`config.mk`:
```
export PLATFORM = sky130hd
export DESIGN_NAME = beacon_pattern_tag_counter
export DESIGN_NICKNAME = d
export VERILOG_FILES = /design/src/rtl/bptc_pkg.sv /design/src/rtl/beacon_pattern_tag_counter.sv /design/src/rtl/bptc_window.sv /design/src/rtl/bptc_cell.sv /design/src/rtl/bptc_out.sv
export SDC_FILE = /design/constraint.sdc
export NUM_CORES = 2
export LEC_CHECK = 0
export BUFFER_PORTS_ARGS = -buffer_cell sky130_fd_sc_hd__buf_2
export CORE_MARGIN = 2
export CORE_UTILIZATION = 40
export DETAILED_ROUTE_END_ITERATION = 12
export GPL_ROUTABILITY_DRIVEN = 0
export HOLD_SLACK_MARGIN = 0.06
export PLACE_DENSITY = 0.58
export SYNTH_ARGS = -nofsm -noshare
export SYNTH_HDL_FRONTEND = slang
export SYNTH_SLANG_ARGS = --single-unit
```
`constraint.sdc`:
```
create_clock -name clk -period 15.75 [get_ports clk]
set_clock_uncertainty 0.1 [all_clocks]
set_input_delay 3.15 -clock clk [delete_from_list [all_inputs] [get_ports clk]]
set_output_delay 3.15 -clock clk [all_outputs]
set_load 0.02 [all_outputs]
```
`src/rtl/bptc_pkg.sv`:
```
package bptc_pkg;

	localparam int TABLE_DEPTH_DEF = 32;

	localparam int BYTE_W  = 8;
	localparam int ADDR_W  = 48;
	localparam int COUNT_W = 6;

	localparam logic [31:0] PATTERN_ONE = 32'h1EFF4C00;
	localparam logic [31:0] PATTERN_TWO = 32'h4C001219;

	localparam logic [COUNT_W-1:0] COUNT_MAX = 6'd63;

	// Lookup request travelling along the row of table cells
	typedef struct packed {
		logic              valid;
		logic              found;
		logic              done;
		logic              newly;
		logic [ADDR_W-1:0] addr;
	} query_t;

	typedef struct packed {
		logic               pattern_found;
		logic               newly_recorded;
		logic [COUNT_W-1:0] tag_total;
		logic               table_full;
	} result_t;

endpackage

```
`src/rtl/beacon_pattern_tag_counter.sv`:
```
// channel | handshake            | fields
// --------+----------------------+------------------------------------------------
// in      | in_valid / in_ready  | payload_byte[7:0], last_byte, sender_address[47:0]
// out     | out_valid / out_ready| pattern_found, newly_recorded, tag_total[5:0],
//         |                      | table_full
//
// One byte is taken per cycle while in_ready is high. The result for a payload
// is registered in each table cell along the row, one cell per cycle while the
// row is not stalled, then at the output; lookups follow each other cell by cell.
// Reset empties the address table at once through the valid bit of each cell.
// While a result waits at the output, bytes are still taken until the one
// spare result slot is filled; in_ready then stays low until out_ready.
module beacon_pattern_tag_counter #(
	parameter int TABLE_DEPTH = bptc_pkg::TABLE_DEPTH_DEF
) (
	input  logic                                clk,
	input  logic                                arst_n,
	input  logic                                in_valid,
	output logic                                in_ready,
	input  logic [bptc_pkg::BYTE_W-1:0]         payload_byte,
	input  logic                                last_byte,
	input  logic [bptc_pkg::ADDR_W-1:0]         sender_address,
	output logic                                out_valid,
	input  logic                                out_ready,
	output logic                                pattern_found,
	output logic                                newly_recorded,
	output logic [bptc_pkg::COUNT_W-1:0]        tag_total,
	output logic                                table_full
);

	logic              en;
	logic              accept;
	bptc_pkg::query_t  chain [TABLE_DEPTH+1];
	bptc_pkg::result_t result;

	assign in_ready = en;
	assign accept   = in_valid & en;

	bptc_window u_window (
		.clk            (clk),
		.arst_n         (arst_n),
		.accept         (accept),
		.payload_byte   (payload_byte),
		.last_byte      (last_byte),
		.sender_address (sender_address),
		.query          (chain[0])
	);

	for (genvar i = 0; i < TABLE_DEPTH; i++) begin : g_cell
		bptc_cell u_cell (
			.clk     (clk),
			.arst_n  (arst_n),
			.en      (en),
			.tok_in  (chain[i]),
			.tok_out (chain[i+1])
		);
	end

	bptc_out u_out (
		.clk       (clk),
		.arst_n    (arst_n),
		.tok_in    (chain[TABLE_DEPTH]),
		.en        (en),
		.out_ready (out_ready),
		.out_valid (out_valid),
		.result    (result)
	);

	assign pattern_found  = result.pattern_found;
	assign newly_recorded = result.newly_recorded;
	assign tag_total      = result.tag_total;
	assign table_full     = result.table_full;

endmodule

```
`src/rtl/bptc_window.sv`:
```
module bptc_window (
	input  logic                           clk,
	input  logic                           arst_n,
	input  logic                           accept,
	input  logic [bptc_pkg::BYTE_W-1:0]    payload_byte,
	input  logic                           last_byte,
	input  logic [bptc_pkg::ADDR_W-1:0]    sender_address,
	output bptc_pkg::query_t               query
);

	logic [23:0] recent_q;
	logic [1:0]  seen_q;
	logic        match_q;
	logic [31:0] window;
	logic        hit;
	logic        match;

	always_comb begin
		window = {recent_q, payload_byte};
		hit    = (seen_q == 2'd3) &&
		         ((window == bptc_pkg::PATTERN_ONE) || (window == bptc_pkg::PATTERN_TWO));
		match  = match_q | hit;

		query.valid = accept & last_byte;
		query.found = match;
		query.done  = 1'b0;
		query.newly = 1'b0;
		query.addr  = sender_address;
	end

	always_ff @(posedge clk or negedge arst_n) begin
		if (!arst_n) begin
			recent_q <= '0;
			seen_q   <= '0;
			match_q  <= 1'b0;
		end else if (accept) begin
			if (last_byte) begin
				// start the next payload with an empty window
				recent_q <= '0;
				seen_q   <= '0;
				match_q  <= 1'b0;
			end else begin
				recent_q <= window[23:0];
				match_q  <= match;
				if (seen_q != 2'd3) begin
					seen_q <= seen_q + 2'd1;
				end
			end
		end
	end

endmodule

```
`src/rtl/bptc_cell.sv`:
```
module bptc_cell (
	input  logic             clk,
	input  logic             arst_n,
	input  logic             en,
	input  bptc_pkg::query_t tok_in,
	output bptc_pkg::query_t tok_out
);

	logic [bptc_pkg::ADDR_W-1:0] entry_addr_q;
	logic                        entry_valid_q;
	bptc_pkg::query_t            tok_q;
	bptc_pkg::query_t            tok_nxt;
	logic                        live;
	logic                        claim;

	always_comb begin
		live    = tok_in.valid & tok_in.found & ~tok_in.done;
		claim   = 1'b0;
		tok_nxt = tok_in;
		if (live) begin
			if (entry_valid_q) begin
				if (entry_addr_q == tok_in.addr) begin
					tok_nxt.done = 1'b1;
				end
			end else begin
				// valid entries form a prefix, so this is the first free slot
				claim         = 1'b1;
				tok_nxt.done  = 1'b1;
				tok_nxt.newly = 1'b1;
			end
		end
	end

	always_ff @(posedge clk or negedge arst_n) begin
		if (!arst_n) begin
			tok_q         <= '0;
			entry_valid_q <= 1'b0;
		end else if (en) begin
			tok_q <= tok_nxt;
			if (claim) begin
				entry_valid_q <= 1'b1;
			end
		end
	end

	always_ff @(posedge clk) begin
		if (en && claim) begin
			entry_addr_q <= tok_in.addr;
		end
	end

	assign tok_out = tok_q;

endmodule

```
`src/rtl/bptc_out.sv`:
```
module bptc_out (
	input  logic              clk,
	input  logic              arst_n,
	input  bptc_pkg::query_t  tok_in,
	output logic              en,
	input  logic              out_ready,
	output logic              out_valid,
	output bptc_pkg::result_t result
);

	logic [bptc_pkg::COUNT_W-1:0] count_q;
	logic [bptc_pkg::COUNT_W-1:0] total_nxt;
	logic                         out_valid_q;
	logic                         skid_valid_q;
	bptc_pkg::result_t            out_data_q;
	bptc_pkg::result_t            skid_data_q;
	bptc_pkg::result_t            res;
	logic                         push;
	logic                         take;
	logic                         stalled;

	always_comb begin
		push    = tok_in.valid & ~skid_valid_q;
		take    = out_valid_q & out_ready;
		stalled = out_valid_q & ~out_ready;

		total_nxt = count_q;
		if (tok_in.newly && (count_q != bptc_pkg::COUNT_MAX)) begin
			total_nxt = count_q + 1'b1;
		end

		res.pattern_found  = tok_in.found;
		res.newly_recorded = tok_in.newly;
		res.tag_total      = total_nxt;
		// reached the end of the row still looking: no free slot
		res.table_full     = tok_in.found & ~tok_in.done;
	end

	always_ff @(posedge clk or negedge arst_n) begin
		if (!arst_n) begin
			count_q      <= '0;
			out_valid_q  <= 1'b0;
			skid_valid_q <= 1'b0;
		end else if (skid_valid_q) begin
			if (take) begin
				skid_valid_q <= 1'b0;
			end
		end else if (push) begin
			count_q <= total_nxt;
			if (stalled) begin
				skid_valid_q <= 1'b1;
			end else begin
				out_valid_q <= 1'b1;
			end
		end else if (take) begin
			out_valid_q <= 1'b0;
		end
	end

	always_ff @(posedge clk) begin
		if (skid_valid_q) begin
			if (take) begin
				out_data_q <= skid_data_q;
			end
		end else if (push) begin
			if (stalled) begin
				skid_data_q <= res;
			end else begin
				out_data_q <= res;
			end
		end
	end

	assign en        = ~skid_valid_q;
	assign out_valid = out_valid_q;
	assign result    = out_data_q;

endmodule

```
# Word level (Yosys, flattened, before mapping)
# Cells that the tools add are included.
[word_totals] ff_bits=3237 output_inout_bits=11 word_cells=665
[op_classes] addsub=2 n_eq_ne=40 muxes=207 bitwise_logic=104 n_reduce_logical=75
[op_table] operator="48-bit equality test" count=32
[op_table] operator="1-bit 2-to-1 mux" count=167
[op_table] operator="1-bit AND" count=69
[op_table] operator="2-bit 2-to-1 mux" count=34
[op_table] operator="2-bit AND reduction" count=34
[op_table] operator="9-bit 2-to-1 mux" count=4
[op_table] operator="1-bit logical AND" count=34
[op_table] operator="1-bit inverter" count=34
[op_table] operator="32-bit by 29-bit equality test with 1-bit output, second input constant" count=1
[op_table] operator="32-bit by 31-bit equality test with 1-bit output, second input constant" count=1
[op_table] operator="24-bit 2-to-1 mux" count=1
[op_table] operator="3-bit AND reduction" count=3
[op_table] operator="6-bit by 1-bit adder with 6-bit output, second input constant" count=1
[op_table] operator="6-bit 2-to-1 mux" count=1
[op_table] operator="2-bit inequality test, second input constant" count=3
[op_table] operator="6-bit inequality test, second input constant" count=1
[op_table] operator="2-bit nonzero test" count=3
[op_table] operator="2-bit by 1-bit adder with 2-bit output, second input constant" count=1
[op_table] operator="2-bit equality test, second input constant" count=1
[op_table] operator="2-bit by 1-bit inequality test with 1-bit output, second input constant" count=1
[op_table] operator="1-bit logical OR" count=1
[op_table] operator="1-bit OR" count=1

# Logic depth before layout (Yosys ltp)
[logic_depth] depth_word=7 ltp_mapped=6 ltp_nobuf=6

# Modules after synthesis
# Synthesis repeated with hierarchy kept, for this count alone.
[hier_totals] cells_unflattened=7692 area_unflattened_um2=129675.6
[modules_own_cells] module="bptc_cell" n_inst=32 cells_per_inst=232 area_each_um2=3963.8 seq_area_each_um2=2767.7
[modules_own_cells] module="bptc_window" n_inst=1 cells_per_inst=184 area_each_um2=1670.4 seq_area_each_um2=675.6
[modules_own_cells] module="bptc_out" n_inst=1 cells_per_inst=83 area_each_um2=1157.4 seq_area_each_um2=740.7
[modules_own_cells] module="beacon_pattern_tag_counter" n_inst=1 cells_per_inst=1 area_each_um2=6.3 seq_area_each_um2=0.0

# Worst setup path before layout
# Ideal clock, no wire load.
[synth_path] kind="input-to-reg" startpoint="input payload_byte[2] in the netlist's numbering" endpoint="register g_cell[0].u_cell.entry_addr_q[0] in the netlist's numbering, enable pin" setup_ns=0.513 arrival_time_ns=7.341 path_slack_ns=7.796 path_stages=4 n_path_buf=0 cell_sequence="or4_4 nor4_4 a21oi_2 nor3_1"
[synth_between] elab_chain_cells=7 elab_cells_between_ends=8 cone_classes="eq/ne: 2; mux: 1; bitwise: 2; reduce/logical: 3"
[synth_lines] element="start, declared" line="beacon_pattern_tag_counter.sv:20" rtl="input logic [bptc_pkg::BYTE_W-1:0] payload_byte,"
[synth_lines] element="32-bit by 29-bit equality test with 1-bit output or 32-bit by 31-bit equality test with 1-bit output (tied branches)" line="bptc_window.sv:21" rtl="((window == bptc_pkg::PATTERN_ONE) || (window == bptc_pkg::PATTERN_TWO));"
[synth_lines] element="1-bit logical OR (*)" line="bptc_window.sv:21"
[synth_lines] element="1-bit logical AND (*)" line="bptc_window.sv:20" rtl="hit = (seen_q == 2'd3) &&"
[synth_lines] element="1-bit OR (*)" line="bptc_window.sv:22" rtl="match = match_q | hit;"
[synth_lines] element="1-bit AND (*)" line="bptc_cell.sv:17" rtl="live = tok_in.valid & tok_in.found & ~tok_in.done;"
[synth_lines] element="1-bit 2-to-1 mux (*)" line="bptc_cell.sv:20" rtl="if (live) begin"
[synth_lines] element="1-bit logical AND (*)" line="bptc_cell.sv:47" rtl="if (en && claim) begin"
[synth_lines] element="end signal, assigned" line="bptc_cell.sv:48" rtl="entry_addr_q <= tok_in.addr;"
[synth_lines] element="end, declared" line="bptc_cell.sv:9" rtl="logic [bptc_pkg::ADDR_W-1:0] entry_addr_q;"
# Every way passes the cells marked *; elsewhere a longest branch is shown, timed or not.
# A chain may end at the register's enable or synchronous reset.

# Worst setup path in the final report
[layout_path] startpoint="register u_out.skid_valid_q" endpoint="register g_cell[6].u_cell.entry_valid_q"
[layout_between] elab_chain_cells=2
[layout_lines] element="start, declared" line="bptc_out.sv:14" rtl="logic skid_valid_q;"
[layout_lines] element="start signal, assigned" line="bptc_out.sv:43" rtl="skid_valid_q <= 1'b0;"
[layout_lines] element="start signal, assigned" line="bptc_out.sv:46" rtl="skid_valid_q <= 1'b0;"
[layout_lines] element="start signal, assigned" line="bptc_out.sv:51" rtl="skid_valid_q <= 1'b1;"
[layout_lines] element="1-bit inverter (no line)"
[layout_lines] element="2-bit AND reduction (no line)"
[layout_lines] element="end signal, assigned" line="bptc_cell.sv:37" rtl="entry_valid_q <= 1'b0;"
[layout_lines] element="end signal, assigned" line="bptc_cell.sv:41" rtl="entry_valid_q <= 1'b1;"
[layout_lines] element="end, declared" line="bptc_cell.sv:10" rtl="logic entry_valid_q;"
# No other way between the ends.

==> impl_metrics.env <==
export IMPL_worst_pin_slew_ps=1150
export IMPL_dp_cells=11659
export IMPL_drt_pass1_iter_count=5
export IMPL_drv_cap=0
export IMPL_drive_gt1_share_pct=28.9
export IMPL_synth_main_ff_cell="dfrtp_1"
export IMPL_setup_violations=0
export IMPL_cp_max_fo=174
export IMPL_grt_util_all_layers_pct=16.8
export IMPL_io_buffer_count=71
export IMPL_drt_met1_wl_um=126000
export IMPL_route_met2_wl_um=130000
export IMPL_routedWlPerCell_um=21.9
export IMPL_final_common_cell="dfrtp_1"
export IMPL_vias=61173
export IMPL_num_io_pins=72
export IMPL_rows=206
export IMPL_grt_ovfl_total=0
export IMPL_die_w_um=568
export IMPL_r2r_end="g_cell[6].u_cell.entry_valid_q$_DFFE_PN0P_"
export IMPL_syn_cell_area_mm2=0.127
export IMPL_clock_latency_ps=900
export IMPL_clkTransAtPathRegs_ps=60
export IMPL_cts_resized_gates=0
export IMPL_syn_num_nets=7609
export IMPL_start_kind="register"
export IMPL_power_leakage_nw=52.2
export IMPL_viasPerCell=4.98
export IMPL_tns_ps=0
export IMPL_worstHoldPathType="reg -> reg"
export IMPL_wl_met3_um=7960
export IMPL_htree_levels=5
export IMPL_dpl_hpwl_um=186000
export IMPL_status="completed"
export IMPL_netlist_instances=7546
export IMPL_final_cells=12294
export IMPL_synth_edf_count=1554
export IMPL_max_freq_mhz=179
export IMPL_final_nets=7901
export IMPL_grt_pass1_wl_um=416000
export IMPL_die_h_um=568
export IMPL_max_slew_margin_pct=22.7
export IMPL_ys_seq_area_share_pct=69.9
export IMPL_cts_sinks=3237
export IMPL_cts_setup_buffers=0
export IMPL_rsz0062_at_grt="false"
export IMPL_post_route_min_period_ps=5570
export IMPL_avgSynthCellArea_um2=16.8
export IMPL_drt_total_wl_um=270000
export IMPL_clock_path_buffers=4
export IMPL_p_total_mw=29.2
export IMPL_core_area_mm2=0.315
export IMPL_cts_tree="built"
export IMPL_power_density_mw_per_mm2=203
export IMPL_critical_path_class="reg -> reg"
export IMPL_cts_buffers_inserted=337
export IMPL_hold_violations=0
export IMPL_drc=0
export IMPL_grt_max_degree=175
export IMPL_mostFrequentLayoutCells="1682 x dfrtp_1, 1558 x mux2_2, 1554 x edfxtp_1"
export IMPL_grt_pass1_vias=64106
export IMPL_crit_reg2reg_launch="u_out.skid_valid_q$_DFF_PN0_"
export IMPL_end_kind="register"
export IMPL_drt_iter0_drc=3915
export IMPL_die_area_mm2=0.322
export IMPL_cts_root_buf="clkbuf_16"
export IMPL_yosysWarningCount=0
export IMPL_rrSetupSlack_ps=10180
export IMPL_ys_ff_latch=3237
export IMPL_ant_nets=0
export IMPL_dr_max_layer_used="met5"
export IMPL_holdBufCountCts=0
export IMPL_hold_ws_ps=369
export IMPL_peakVddDrop_uv=134
export IMPL_required_ps=16420
export IMPL_fin_crit_sh_pct=35.4
export IMPL_rr_worst_depth=8
export IMPL_start_util_pct=40.3
export IMPL_worstHoldStart="g_cell[20].u_cell.tok_out[48]$_DFFE_PN0N_"
export IMPL_arrival_ps=6250
export IMPL_finalMaxSlewViolations=0
export IMPL_syn_to_final_growth_pct=13.2
export IMPL_synth_cell_types=40
export IMPL_min_path_cells=2
export IMPL_async_flop_share_pct=52.0
export IMPL_antenna_found_initial=13
export IMPL_holdPathEnd="g_cell[20].u_cell.tok_out[48]$_DFFE_PN0N_"
==> worst max-delay path by stage <==
stage                                  from                                         end  slack [ps]  cells past startpoint
2_1_floorplan               payload_byte[2]  g_cell[0].u_cell.entry_addr_q[0]$_DFFE_PP_        7800                      4
3_3_place_gp                         arst_n    g_cell[8].u_cell.tok_out[35]$_DFFE_PN0N_        9300                      4
3_5_place_dp                         arst_n     g_cell[8].u_cell.tok_out[5]$_DFFE_PN0N_        9230                      4
4_1_cts        u_out.skid_valid_q$_DFF_PN0_  g_cell[6].u_cell.entry_valid_q$_DFFE_PN0P_       10030                      8
5_1_grt                              arst_n    g_cell[9].u_cell.tok_out[41]$_DFFE_PN0N_        9790                      4
6_report       u_out.skid_valid_q$_DFF_PN0_  g_cell[6].u_cell.entry_valid_q$_DFFE_PN0P_       10180                      8
==> where the power goes <==
group | switching [mW] | leakage [nW] | internal (mW)
logic | 2.28 | 12.6 | 3.86
clock network | 3.30 | 5.55 | 4.77
registers | 3.43 | 34.1 | 11.6
total | 9.01 | 52.2 | 20.2
==> flip-flops by register name, summed over array words and instances (netlist names), 2 cells and up <==
| name | flops |
|---|---|
| u_window.seen_q | 2 |
| u_out.count_q | 6 |
| u_window.recent_q | 24 |
| g_cell.u_cell.entry_valid_q | 32 |
| u_out.skid_data_q | 9 |
| g_cell.u_cell.tok_out | 1616 |
| u_out.result | 9 |
| g_cell.u_cell.entry_addr_q | 1536 |
==> layer usage <==
| metal | GRT usage, % | vias to the layer above |
|---|---|---|
| li1 | - | 28131 |
| met1 | 24.1 | 31892 |
| met2 | 27.2 | 774 |
| met3 | 1.96 | 374 |
| met4 | 4.09 | 2 |
| met5 | 0 | - |
==> critical path, cell delays in order (launching register included) <==
cell     delay (ps)
dfrtp_4         810
buf_4           760
buf_4           590
buf_12          620
buf_4           770
buf_12          610
nor3_2           80
buf_4           360
or2_2           360
==> stage by stage <==
step,setup WS (ps),area [um^2],utilization (%)
floorplan,7800,127000,-
global placement,9300,133000,42.0
detailed placement,9230,133000,42.0
CTS,10030,144000,45.6
global route,9790,144000,45.6
finish,10180,144000,45.6
==> kinds of logic after synthesis <==
group,Yosys count,share of synthesized area [%]
adders and majority gates,2,0.0197
muxes,1559,13.8
DFF,3237,69.9
xor gates and xnor gates,1545,10.6
and+or+nand+nor,890,4.41
AOI/OAI and AO/OA,108,0.474
buffers and inverters,205,0.758
==> Yosys cell counts, drive strengths merged (24+ instances only) <==
library cell / instances / share of area, %
nor3: 96 / 0.38
a31oi: 33 / 0.16
buf: 165 / 0.64
nand3: 34 / 0.13
clkbuf: 34 / 0.10
xor2: 160 / 1.1
nand4: 356 / 1.8
xnor2: 1385 / 9.5
dfrtp: 1683 / 33
or2: 31 / 0.15
o21ai: 64 / 0.25
mux2: 1558 / 14
edfxtp: 1554 / 37
nand2b: 24 / 0.12
nand3b: 31 / 0.49
nor2: 98 / 0.29
nor4: 67 / 0.49
or4: 32 / 0.19
nand2: 104 / 0.31
==> final cells by class <==
cell class              instances  area, um^2
diodes                          5        12.5
clock buffers                 490        9750
clock inverters               140        1550
fillers                     27414      172000
inverters                       6        27.5
multi-input cells            4104       37500
flip-flops and latches       3237       88800
well taps                    4160        5200
repair buffers                152        1070
No activity file was read; power rests on OpenSTA's default activity.
